### config.mk
export PLATFORM = sky130hd
export DESIGN_NAME = wiegand_frame_decoder_top_flat
export DESIGN_NICKNAME = d
export VERILOG_FILES = /design/src/hw/rtl/wfd_pkg.sv /design/src/hw/rtl/wfd_in_if.sv /design/src/hw/rtl/wfd_out_if.sv /design/src/hw/rtl/wfd_cfg_if.sv /design/src/hw/rtl/wiegand_frame_decoder_top.sv /design/src/flat_wrapper.sv
export SDC_FILE = /design/constraint.sdc
export NUM_CORES = 1
export LEC_CHECK = 0
export ABC_AREA = 0
export BUFFER_PORTS_ARGS = -buffer_cell sky130_fd_sc_hd__clkbuf_2
export CORE_MARGIN = 8
export CORE_UTILIZATION = 53
export DETAILED_ROUTE_END_ITERATION = 7
export PLACE_DENSITY = 0.84
export SLEW_MARGIN = 20
export SYNTH_ARGS = -nofsm -noshare
export SYNTH_HDL_FRONTEND = slang
export SYNTH_SLANG_ARGS = --single-unit
### constraint.sdc
create_clock -name clk -period 4 [get_ports clk]
set_input_delay 0.4 -clock clk [delete_from_list [all_inputs] [get_ports clk]]
set_output_delay 0.4 -clock clk [all_outputs]
set_load 0.005 [all_outputs]
### src/hw/rtl/wfd_pkg.sv
`timescale 1ns / 1ps

package wfd_pkg;

    // Longest supported frame, and the key slice presented on the output
    localparam int FRAME_BITS = 80;
    localparam int POS_W      = 7;
    localparam int FMT_W      = 3;
    localparam int STATUS_W   = 2;

    localparam logic [POS_W-1:0] POS_MAX = {POS_W{1'b1}};

    // frame_format codes
    localparam logic [FMT_W-1:0] FMT_26      = 3'd0;
    localparam logic [FMT_W-1:0] FMT_32      = 3'd1;
    localparam logic [FMT_W-1:0] FMT_34      = 3'd2;
    localparam logic [FMT_W-1:0] FMT_35      = 3'd3;
    localparam logic [FMT_W-1:0] FMT_37      = 3'd4;
    localparam logic [FMT_W-1:0] FMT_64      = 3'd5;
    localparam logic [FMT_W-1:0] FMT_80      = 3'd6;
    localparam logic [FMT_W-1:0] FMT_UNKNOWN = 3'd7;

    // status codes
    localparam logic [STATUS_W-1:0] STATUS_OK          = 2'd0;
    localparam logic [STATUS_W-1:0] STATUS_PARITY_FAIL = 2'd1;
    localparam logic [STATUS_W-1:0] STATUS_BAD_FORMAT  = 2'd2;

    // Frame length in bits for a format; zero for the unknown format
    function automatic logic [POS_W-1:0] fmt_len(input logic [FMT_W-1:0] fmt);
        logic [POS_W-1:0] len;
        case (fmt)
            FMT_26:  len = 7'd26;
            FMT_32:  len = 7'd32;
            FMT_34:  len = 7'd34;
            FMT_35:  len = 7'd35;
            FMT_37:  len = 7'd37;
            FMT_64:  len = 7'd64;
            FMT_80:  len = 7'd80;
            default: len = 7'd0;
        endcase
        return len;
    endfunction

    // Formats framed by a leading and a trailing parity bit
    function automatic logic fmt_has_parity(input logic [FMT_W-1:0] fmt);
        logic par;
        case (fmt)
            FMT_26, FMT_34, FMT_35, FMT_37: par = 1'b1;
            default:                        par = 1'b0;
        endcase
        return par;
    endfunction

endpackage

### src/hw/rtl/wfd_in_if.sv
`timescale 1ns / 1ps

interface wfd_in_if;
    logic valid;
    logic ready;
    logic data_bit;
    logic frame_end;

    modport source (output valid, output data_bit, output frame_end, input ready);
    modport sink   (input valid, input data_bit, input frame_end, output ready);
endinterface

### src/hw/rtl/wfd_out_if.sv
`timescale 1ns / 1ps

interface wfd_out_if;
    logic        valid;
    logic        ready;
    logic [15:0] key_high;
    logic [63:0] key_low;
    logic [1:0]  status;

    modport source (output valid, output key_high, output key_low, output status,
                    input ready);
    modport sink   (input valid, input key_high, input key_low, input status,
                    output ready);
endinterface

### src/hw/rtl/wfd_cfg_if.sv
`timescale 1ns / 1ps

interface wfd_cfg_if;
    logic       valid;
    logic       ready;
    logic [2:0] frame_format;

    modport source (output valid, output frame_format, input ready);
    modport sink   (input valid, input frame_format, output ready);
endinterface

### src/hw/rtl/wiegand_frame_decoder_top.sv
`timescale 1ns / 1ps
// The key is registered: a final bit passes the input register, then the
// result register, before key.valid rises.
// Throughput: one bit transaction per cycle; a final bit waits only while an
// unaccepted key holds the result register.
// Reset (rst_n low, asynchronous): frame state, format register and both valid
// flags clear; the format returns to 26-bit.
module wiegand_frame_decoder_top (
    input  logic           clk,
    input  logic           rst_n,
    wfd_cfg_if.sink        cfg,
    wfd_in_if.sink         frame,
    wfd_out_if.source      key
);
    import wfd_pkg::*;

    // Configuration
    logic [FMT_W-1:0] format_reg;

    // Input register stage
    logic s1_valid_reg;
    logic s1_bit_reg;
    logic s1_end_reg;

    // Frame state
    logic [POS_W-1:0]      pos_reg,    pos_next;
    logic [0:FRAME_BITS-1] frame_reg,  frame_next;   // index = bit position
    logic                  parity_reg, parity_next;

    // Result register
    logic                  out_valid_reg, out_valid_next;
    logic [0:FRAME_BITS-1] key_reg,       key_next;
    logic [STATUS_W-1:0]   status_reg,    status_next;

    // Handshake
    logic out_free;
    logic s1_go;
    logic frame_take;

    // Per-bit working values
    logic [POS_W-1:0]      len;
    logic                  has_par;
    logic                  store_bit;
    logic [0:FRAME_BITS-1] frame_upd;
    logic [0:FRAME_BITS-1] frame_shift;
    logic                  parity_upd;
    logic [POS_W-1:0]      keep_n;
    logic [0:FRAME_BITS-1] payload;

    // Config register is always writable
    assign cfg.ready = 1'b1;

    // The output slot is free when empty or being drained this cycle.
    // A final bit waits in the input register until the slot is free;
    // other bits advance unconditionally.
    assign out_free   = !out_valid_reg || key.ready;
    assign s1_go      = s1_valid_reg && (!s1_end_reg || out_free);
    assign frame.ready = !s1_valid_reg || s1_go;
    assign frame_take = frame.valid && frame.ready;

    assign len     = fmt_len(format_reg);
    assign has_par = fmt_has_parity(format_reg);

    // Drop bits past the format length; the XOR of all stored bits equals
    // first-half parity XOR second-half parity, so one bit tracks the check.
    assign store_bit  = s1_bit_reg && (pos_reg < len);
    assign parity_upd = parity_reg ^ store_bit;

    always_comb
    begin
        for (int i = 0; i < FRAME_BITS; i++)
        begin
            frame_upd[i] = frame_reg[i] | (store_bit && (pos_reg == POS_W'(i)));
        end
    end

    // Parity formats lose the leading and trailing bit: shift up by one and
    // keep len-2 bits. Other formats keep len bits; a format changed
    // mid-frame can leave stored bits past that length.
    assign frame_shift = frame_upd << 1;
    assign keep_n      = has_par ? (len - POS_W'(2)) : len;

    always_comb
    begin
        for (int i = 0; i < FRAME_BITS; i++)
        begin
            if (POS_W'(i) < keep_n)
            begin
                payload[i] = has_par ? frame_shift[i] : frame_upd[i];
            end
            else
            begin
                payload[i] = 1'b0;
            end
        end
    end

    always_comb
    begin
        pos_next       = pos_reg;
        frame_next     = frame_reg;
        parity_next    = parity_reg;
        out_valid_next = out_valid_reg && !key.ready;
        key_next       = key_reg;
        status_next    = status_reg;

        if (s1_go)
        begin
            if (s1_end_reg)
            begin
                // Close the frame: publish the result and restart
                out_valid_next = 1'b1;
                if (len == '0)
                begin
                    status_next = STATUS_BAD_FORMAT;
                    key_next    = '0;
                end
                else if (has_par && !parity_upd)
                begin
                    status_next = STATUS_PARITY_FAIL;
                    key_next    = '0;
                end
                else
                begin
                    status_next = STATUS_OK;
                    key_next    = payload;
                end
                pos_next    = '0;
                frame_next  = '0;
                parity_next = 1'b0;
            end
            else
            begin
                // Accumulate; hold the position once it saturates
                frame_next  = frame_upd;
                parity_next = parity_upd;
                if (pos_reg != POS_MAX)
                begin
                    pos_next = pos_reg + POS_W'(1);
                end
            end
        end
    end

    always_ff @(posedge clk or negedge rst_n)
    begin
        if (!rst_n)
        begin
            format_reg    <= FMT_26;
            s1_valid_reg  <= 1'b0;
            pos_reg       <= '0;
            frame_reg     <= '0;
            parity_reg    <= 1'b0;
            out_valid_reg <= 1'b0;
        end
        else
        begin
            if (cfg.valid)
            begin
                format_reg <= cfg.frame_format;
            end
            if (frame.ready)
            begin
                s1_valid_reg <= frame.valid;
            end
            pos_reg       <= pos_next;
            frame_reg     <= frame_next;
            parity_reg    <= parity_next;
            out_valid_reg <= out_valid_next;
        end
    end

    // Payload registers, no reset
    always_ff @(posedge clk)
    begin
        if (frame_take)
        begin
            s1_bit_reg <= frame.data_bit;
            s1_end_reg <= frame.frame_end;
        end
        key_reg    <= key_next;
        status_reg <= status_next;
    end

    assign key.valid    = out_valid_reg;
    assign key.key_high = key_reg[0:15];
    assign key.key_low  = key_reg[16:FRAME_BITS-1];
    assign key.status   = status_reg;

endmodule

### src/flat_wrapper.sv
// flat-port wrapper written by rule: the top's interface ports become plain ports
module wiegand_frame_decoder_top_flat import wfd_pkg::*;
  (clk, rst_n, cfg_valid, cfg_frame_format, cfg_ready, frame_valid, frame_data_bit, frame_frame_end, frame_ready, key_valid, key_key_high, key_key_low, key_status, key_ready);
  wfd_cfg_if cfg_i ();
  wfd_in_if frame_i ();
  wfd_out_if key_i ();
  input  logic clk;
  input  logic rst_n;
  input wire logic [$bits(cfg_i.valid)-1:0] cfg_valid;
  input wire logic [$bits(cfg_i.frame_format)-1:0] cfg_frame_format;
  output wire logic [$bits(cfg_i.ready)-1:0] cfg_ready;
  input wire logic [$bits(frame_i.valid)-1:0] frame_valid;
  input wire logic [$bits(frame_i.data_bit)-1:0] frame_data_bit;
  input wire logic [$bits(frame_i.frame_end)-1:0] frame_frame_end;
  output wire logic [$bits(frame_i.ready)-1:0] frame_ready;
  output wire logic [$bits(key_i.valid)-1:0] key_valid;
  output wire logic [$bits(key_i.key_high)-1:0] key_key_high;
  output wire logic [$bits(key_i.key_low)-1:0] key_key_low;
  output wire logic [$bits(key_i.status)-1:0] key_status;
  input wire logic [$bits(key_i.ready)-1:0] key_ready;
  assign cfg_i.valid = cfg_valid;
  assign cfg_i.frame_format = cfg_frame_format;
  assign cfg_ready = cfg_i.ready;
  assign frame_i.valid = frame_valid;
  assign frame_i.data_bit = frame_data_bit;
  assign frame_i.frame_end = frame_frame_end;
  assign frame_ready = frame_i.ready;
  assign key_valid = key_i.valid;
  assign key_key_high = key_i.key_high;
  assign key_key_low = key_i.key_low;
  assign key_status = key_i.status;
  assign key_i.ready = key_ready;
  wiegand_frame_decoder_top u_core (.clk(clk), .rst_n(rst_n), .cfg(cfg_i), .frame(frame_i), .key(key_i));
endmodule
==> results of run 1 <==
-- metrics by stage --
stage | power (mW) | std cells
5_1_grt | 4.424 | 1002
3_5_place_dp | 2.673 | 970
4_1_cts | 4.280 | 1002
3_3_place_gp | 2.657 | 970
6_report | 4.279 | 1002
2_1_floorplan | 2.491 | 744
-- power by group --
| part | internal [mW] | leakage [nW] | switching (mW) |
|---|---|---|---|
| Clock | 0.941 | 0.289 | 0.692 |
| Sequential | 2.00 | 2.09 | 0.0535 |
| Combinational | 0.183 | 1.41 | 0.409 |
-- synth_stat cells (2+ instances only) --
cell	count	area, sq um
sky130_fd_sc_hd__and2_1	24	150.1
sky130_fd_sc_hd__o21ai_0	8	40.04
sky130_fd_sc_hd__nand3_1	4	20.02
sky130_fd_sc_hd__inv_1	6	22.52
sky130_fd_sc_hd__ha_1	10	125.1
sky130_fd_sc_hd__and2_0	2	12.51
sky130_fd_sc_hd__and3_1	9	56.30
sky130_fd_sc_hd__o31ai_1	3	22.52
sky130_fd_sc_hd__a211oi_1	42	315.3
sky130_fd_sc_hd__nor3_2	3	30.03
sky130_fd_sc_hd__a22o_1	2	17.52
sky130_fd_sc_hd__o21a_1	2	15.01
sky130_fd_sc_hd__or3_1	2	12.51
sky130_fd_sc_hd__dfrtp_1	93	2327
sky130_fd_sc_hd__nand4_1	2	12.51
sky130_fd_sc_hd__a31oi_1	88	550.5
sky130_fd_sc_hd__nor3_1	18	90.09
sky130_fd_sc_hd__nor2_1	145	544.3
sky130_fd_sc_hd__buf_4	4	30.03
sky130_fd_sc_hd__a21o_1	2	15.01
sky130_fd_sc_hd__edfxtp_1	84	2522
sky130_fd_sc_hd__buf_6	5	56.30
sky130_fd_sc_hd__nand3b_1	2	15.01
sky130_fd_sc_hd__clkbuf_1	38	142.6
sky130_fd_sc_hd__buf_2	21	105.1
sky130_fd_sc_hd__buf_1	2	7.510
sky130_fd_sc_hd__nand2_1	19	71.32
sky130_fd_sc_hd__nor2b_1	3	18.77
sky130_fd_sc_hd__nor3b_2	2	25.02
sky130_fd_sc_hd__a221oi_1	3	26.28
sky130_fd_sc_hd__nand2b_1	6	37.54
sky130_fd_sc_hd__mux2_2	6	67.56
sky130_fd_sc_hd__o211ai_1	3	22.52
sky130_fd_sc_hd__a311oi_1	3	26.28
sky130_fd_sc_hd__a21oi_1	57	285.3
-- routing by layer --
| metal | global-route usage (%) | vias to the layer above |
|---|---|---|
| li1 | - | 2850 |
| met1 | 27.06 | 3008 |
| met2 | 31.79 | 417 |
| met3 | 5.917 | 66 |
| met4 | 12.07 | 0 |
| met5 | 0 | - |
-- cell type report --
class                      count  area (sq um)
clock buffer                  22         496.7
timing repair buffer         108         605.6
clock inverter                10         80.08
fill                        1184          5894
inverter                       6         22.52
tap                          188         235.2
multi-input combinational    491          2849
sequential                   177          4850
-- placed cells by master (no fill, tap or decap), types with 3 or more instances in the layout --
cell type | synthesis | final
sky130_fd_sc_hd__nor2b_1 | 3 | 3
sky130_fd_sc_hd__edfxtp_1 | 84 | 84
sky130_fd_sc_hd__nor3_1 | 18 | 18
sky130_fd_sc_hd__o211ai_1 | 3 | 3
sky130_fd_sc_hd__a21oi_1 | 57 | 57
sky130_fd_sc_hd__and2_1 | 24 | 23
sky130_fd_sc_hd__a311oi_1 | 3 | 3
sky130_fd_sc_hd__dfrtp_1 | 93 | 93
sky130_fd_sc_hd__a221oi_1 | 3 | 3
sky130_fd_sc_hd__a31oi_1 | 88 | 88
sky130_fd_sc_hd__nor3_2 | 3 | 3
sky130_fd_sc_hd__inv_1 | 6 | 6
sky130_fd_sc_hd__o31ai_1 | 3 | 3
sky130_fd_sc_hd__o21ai_0 | 8 | 8
sky130_fd_sc_hd__clkbuf_2 | 0 | 92
sky130_fd_sc_hd__mux2_2 | 6 | 6
sky130_fd_sc_hd__and3_1 | 9 | 8
sky130_fd_sc_hd__clkinv_2 | 0 | 5
sky130_fd_sc_hd__nand3_1 | 4 | 4
sky130_fd_sc_hd__buf_4 | 4 | 14
sky130_fd_sc_hd__a211oi_1 | 42 | 42
sky130_fd_sc_hd__nand2_1 | 19 | 19
sky130_fd_sc_hd__clkbuf_16 | 0 | 19
sky130_fd_sc_hd__nor2_1 | 145 | 144
sky130_fd_sc_hd__nand2b_1 | 6 | 6
sky130_fd_sc_hd__ha_1 | 10 | 10
-- worst paths after layout --
check                                                 start                          endpoint  slack [ps]  cells past startpoint
hold reg to reg            u_core.frame_reg[36]$_DFFE_PN0P_  u_core.frame_reg[36]$_DFFE_PN0P_         500                      2
setup / recovery           u_core.format_reg[2]$_DFFE_PN0P_  u_core.key_reg[23]$_SDFFCE_PP0P_         340                      9
max in group asynchronous                             rst_n   u_core.frame_reg[8]$_DFFE_PN0P_        3000                      2
hold / removal                                        rst_n   u_core.s1_valid_reg$_DFFE_PN0N_         120                      1
min in group clk                            frame_frame_end       u_core.s1_end_reg$_DFFE_PP_         130                      1
setup reg to reg           u_core.format_reg[2]$_DFFE_PN0P_  u_core.key_reg[23]$_SDFFCE_PP0P_         340                      9
-- critical path: stages, from the launching register on --
cell,delay [ps]
sky130_fd_sc_hd__dfrtp_1,500
sky130_fd_sc_hd__or3_1,460
sky130_fd_sc_hd__and2_1,160
sky130_fd_sc_hd__ha_1,260
sky130_fd_sc_hd__and3_1,210
sky130_fd_sc_hd__a221oi_2,550
sky130_fd_sc_hd__o2111a_1,730
sky130_fd_sc_hd__a21oi_1,240
sky130_fd_sc_hd__and2_1,230
sky130_fd_sc_hd__a211oi_1,150
-- logic make-up after synthesis --
logic type | after synthesis | synth area share [%]
buf+inv | 76 | 4.521
simple gates | 248 | 14.48
other cells | 1 | 0.04657
fa+ha+maj | 10 | 1.554
xor+xnor | 2 | 0.2176
mux | 6 | 0.8390
compound gates | 224 | 18.12
flops | 177 | 60.22
==> flow_summary.yaml, run 1 <==
outcome:
  run_status: "completed"
yosys:
  yosys_warnings: 0
  synth-seq-cells: 177
  synthCells: 744
  synth.avg_cell_area_sq_um: 10.82
  synth_fp_nets: 764
  ys_seq_area_share_pct: 60.22
  ys_types: 56
  synthArstFlopShare_pct: 52.54
  synth_edf_count: 84
  postSynth.topFlopCell: "sky130_fd_sc_hd__dfrtp_1"
  synth_area_sq_mm: 0.008053
drt:
  vias: 6341
  vias_per_cell: 6.328
  drt_drc_violations_left: 0
  dr.first_iter.drc_count: 952
  met3WireLength_um: 2060
  finalWirelength_um: 20380
  detail_route.first_pass.iterations: 6
  antenna_violating_nets_post_route: 0
  routedWlPerCell_um: 20.34
  wl_met1_um: 8023
  met2_wirelength_um: 9497
  highest_layer: "met4"
clock_tree:
  post-cts-setup-buffers: 0
  numClockSinks: 177
  clk_latency_ps: 440
  cts_buffers: 17
  clock_tree.root_cell: "sky130_fd_sc_hd__clkbuf_16"
  cts_hold_buffers: 0
  cts_resized: 0
  ctsLongestPathBuffers: 2
  clkSlewWorstSetupHoldPaths_ps: 60
  number_of_h_tree_levels: 4
  tritoncts: "yes"
placed_design:
  placement.cell_area_sq_mm: 0.008558
  port_buffers: 93
  pre_cts_ws_ps: 430.5
  finalWeightedCongestion: 0.9330
  dp_hpwl_um: 12480
critical_path:
  worst_ep_arrival_time_ps: 3940
  worstSetupPathType: "flip-flop to flip-flop"
  crit_fanout: 19
  critPathCaptureType: "flip-flop"
  crit_path_start_kind: "flip-flop"
  required_ps: 4270
final_layout:
  final_layout_size_suffix_gt1_share_pct: 19.41
  design.final.nets: 821
  post-route-cell-area_sq_mm: 0.009139
  syn2layout_area_growth_pct: 13.49
  post-route-util_pct: 60.79
  antenna-diode-count: 0
power:
  power_density_mw_per_mm2: 468.2
  static-leakage-power_nw: 3.791
  max_vdd_drop_mv: 0.3043
timing:
  report.final.hold_viol_count: 0
  finalSetupViolations: 0
  drv_slew: 0
  finalCriticalPeriod_ps: 3664
  setup_ws_ps: 336.3
  fin_hold_ws_ps: 118.7
  max_slew.worst_pin.slew_ps: 978.8
  final.setup.tns_ps: 0
  grt_setup_unrepaired: "no"
  timing.fmax_mhz: 272.9
  slew-limit-headroom_pct: 34.75
  final.period_utilization_pct: 91.59
  final.setup_skew_ps: 9.480
die:
  die_w_um: 139.3
  io-pin-count: 95
  die_area_sq_mm: 0.01939
  floorplan.rows: 45
  die_y_um: 139.3
  floorplan.initialDensity_pct: 53.57
  coreArea_sq_mm: 0.01503
global_routing:
  grt_first_pass_wirelength_um: 32130
  grt_start_max_net_pins: 160
  via_count_of_the_first_global_routing_pass: 5947
  grt_antenna_before_repair: 0
  global_route.usage.total_pct: 21.13
  total_congestion_overflow_after_global_routing: 0
worst_hold_path:
  type_of_the_tightest_min_delay_check: "input pin to async pin"
run:
  timing.max_cap.violations: 0
No activity file was read; power rests on OpenSTA's default activity.
==> run 2: changes to the inputs <==
--- a/config.mk
+++ b/config.mk
@@ -9,7 +9,7 @@
 export BUFFER_PORTS_ARGS = -buffer_cell sky130_fd_sc_hd__clkbuf_2
 export CORE_MARGIN = 8
-export CORE_UTILIZATION = 53
+export CORE_UTILIZATION = 58
 export DETAILED_ROUTE_END_ITERATION = 7
-export PLACE_DENSITY = 0.84
+export PLACE_DENSITY = 0.87
 export SLEW_MARGIN = 20
 export SYNTH_ARGS = -nofsm -noshare
==> constraint.sdc (replaced) <==
create_clock -name clk -period 3.7 [get_ports clk]
set_input_delay 0.37 -clock clk [delete_from_list [all_inputs] [get_ports clk]]
set_output_delay 0.37 -clock clk [all_outputs]
set_load 0.1 [all_outputs]
==> flow_summary.yaml, run 2 (synthesized netlist as in run 1, its figures left out) <==
outcome:
  run_status: "completed"
critical_path:
  most_frequent_cell_on_the_critical_path: "sky130_fd_sc_hd__buf_4"
  worstSetupPathType: "flip-flop to flip-flop"
  timing.critical_path.slowest_stage_cell: "sky130_fd_sc_hd__dfrtp_1"
  worst_path_dominant_cell_family: "simple AND/OR/NAND/NOR gates"
  critPathCaptureType: "flip-flop"
  required_ps: 3960
  crit_chain: "or3_1, and2_1, ha_1, and3_1, a221oi_4, o21ai_2, nor4_4, buf_4, buf_4, a211oi_1, nor3_1"
  critical_path_start: "u_core.format_reg[1]$_DFFE_PN0P_"
  critical_path_buf_inv_count: 2
  regToRegEndpoint: "u_core.key_reg[3]$_SDFFCE_PP0P_"
  crit_path_start_kind: "flip-flop"
  worst_ep_arrival_time_ps: 3710
  worstSetupPathDepth: 11
  critical_path.max_stage_delay_ps: 500
  length_in_cells_of_the_worst_reg_to_reg_path: 11
  rr_startpoint: "u_core.format_reg[1]$_DFFE_PN0P_"
  crit_fanout: 15
  r2r_slack_ps: 260
final_layout:
  multi_input_gate_area_sq_mm: 0.002859
  seqCellArea_sq_mm: 0.004850
  design.final.nets: 835
  final.fill_count: 965
  final_cell_mix: "sky130_fd_sc_hd__nor2_1 (144), sky130_fd_sc_hd__dfrtp_1 (93), sky130_fd_sc_hd__clkbuf_2 (92), sky130_fd_sc_hd__a31oi_1 (88), sky130_fd_sc_hd__edfxtp_1 (84)"
  antenna-diode-count: 0
  final_layout_size_suffix_gt1_share_pct: 20.65
  layout_commonest_cell: "sky130_fd_sc_hd__nor2_1"
  syn2layout_area_growth_pct: 15.37
clock_tree:
  numClockSinks: 177
  clock_tree.root_cell: "sky130_fd_sc_hd__clkbuf_16"
  cts_buffers: 17
  number_of_h_tree_levels: 4
  clkSlewWorstSetupHoldPaths_ps: 60
  clk_latency_ps: 430
  tritoncts: "yes"
  ctsLongestPathBuffers: 2
  cts_hold_buffers: 0
placed_design:
  port_buffers: 93
  pre_cts_ws_ps: 156.9
  dp_hpwl_um: 13050
  finalWeightedCongestion: 0.8746
worst_hold_path:
  type_of_the_tightest_min_delay_check: "input pin to async pin"
drt:
  detail_route.first_pass.iterations: 6
  finalWirelength_um: 21420
  drt_drc_violations_left: 0
  antenna_violating_nets_post_route: 0
  vias_per_cell: 6.471
  vias: 6523
  dr.first_iter.drc_count: 1051
  routedWlPerCell_um: 21.25
global_routing:
  via_count_of_the_first_global_routing_pass: 6306
  grt_first_pass_wirelength_um: 33540
  global_route.usage.total_pct: 23.85
  grt_antenna_before_repair: 0
  grt_start_max_net_pins: 144
  total_congestion_overflow_after_global_routing: 0
die:
  coreArea_sq_mm: 0.01372
  floorplan.initialDensity_pct: 58.70
  die_y_um: 133.8
  floorplan.rows: 43
  io-pin-count: 95
  die_area_sq_mm: 0.01791
  die_w_um: 133.8
timing:
  drv_slew: 0
  grt_setup_unrepaired: "no"
  timing.fmax_mhz: 290.5
  finalCriticalPeriod_ps: 3442
  slew-limit-headroom_pct: 36.24
  final.period_utilization_pct: 93.04
  fin_hold_ws_ps: 92.64
  finalSetupViolations: 0
  report.final.hold_viol_count: 0
  final.setup.tns_ps: 0
  setup_ws_ps: 257.7
  final.setup_skew_ps: 7.001
  max_slew.worst_pin.slew_ps: 956.4
power:
  static-leakage-power_nw: 3.877
  power_density_mw_per_mm2: 557.2
  max_vdd_drop_mv: 0.3105
run:
  timing.max_cap.violations: 0
-- run 2: cell types whose count changed in the layout (fill, tap and decap cells not counted), moves of 2 or more --
cell	change
sky130_fd_sc_hd__clkinv_1	-2
sky130_fd_sc_hd__clkinv_2	-4
sky130_fd_sc_hd__buf_4	+13
sky130_fd_sc_hd__inv_4	+3
sky130_fd_sc_hd__clkbuf_1	+2
-- run 2: worst max path at each step --
stage | to | slack, ps
after floorplan | u_core.key_reg[15]$_SDFFCE_PP0P_ | 610
after global placement | u_core.key_reg[7]$_SDFFCE_PP0P_ | 280
after detailed placement | u_core.key_reg[4]$_SDFFCE_PP0P_ | 160
after CTS | u_core.key_reg[3]$_SDFFCE_PP0P_ | 100
after global routing | u_core.key_reg[18]$_SDFFCE_PP0P_ | 60
final | u_core.key_reg[3]$_SDFFCE_PP0P_ | 260
-- run 2: layout make-up --
class | count | share of cell area [%]
sequential | 177 | 52.20
multi-input combinational | 491 | 30.77
timing repair buffer | 122 | 7.785
clock buffer | 25 | 5.576
tap | 180 | 2.424
clock inverter | 7 | 0.9966
inverter | 6 | 0.2424
-- run 2: metrics by stage --
| step | instances | area [sq um] | utilization, % | power [mW] |
|---|---|---|---|---|
| after detailed placement | 968 | 8593 | 62.64 | 3.290 |
| final | 1008 | 9290 | 67.72 | 5.176 |
| after global placement | 968 | 8593 | 62.64 | 3.267 |
| after CTS | 1000 | 9204 | 67.09 | 5.111 |
| after global routing | 1008 | 9290 | 67.72 | 5.331 |
| after floorplan | 744 | 8054 | - | 3.079 |
-- run 2: worst reg2reg max path, cell delays in order, from the launching register on --
cell                       delay, ps
sky130_fd_sc_hd__dfrtp_1         500
sky130_fd_sc_hd__or3_1           410
sky130_fd_sc_hd__and2_1          160
sky130_fd_sc_hd__ha_1            250
sky130_fd_sc_hd__and3_1          220
sky130_fd_sc_hd__a221oi_4        460
sky130_fd_sc_hd__o21ai_2         200
sky130_fd_sc_hd__nor4_4          310
sky130_fd_sc_hd__buf_4           200
sky130_fd_sc_hd__buf_4           210
sky130_fd_sc_hd__a211oi_1        120
sky130_fd_sc_hd__nor3_1          230
-- run 2: repair_timing --
action | CTS | global route
gates resized for setup | 0 | 1
buffers inserted | 0 | 8
setup endpoints to repair | 0 | 15
-- run 2: power breakdown --
| part | switching, mW | total (mW) | internal, mW |
|---|---|---|---|
| registers | 0.0595 | 2.22 | 2.16 |
| clock network | 0.739 | 1.85 | 1.11 |
| logic | 0.856 | 1.10 | 0.246 |
-- run 2: routing by layer --
| layer | vias up | wire, um | track usage (%) |
|---|---|---|---|
| met5 | - | 0 | 0 |
| met4 | 0 | 1119 | 16.09 |
| met3 | 98 | 2111 | 6.545 |
| met2 | 439 | 10240 | 36.86 |
| met1 | 3109 | 7943 | 28.79 |
| li1 | 2877 | - | - |
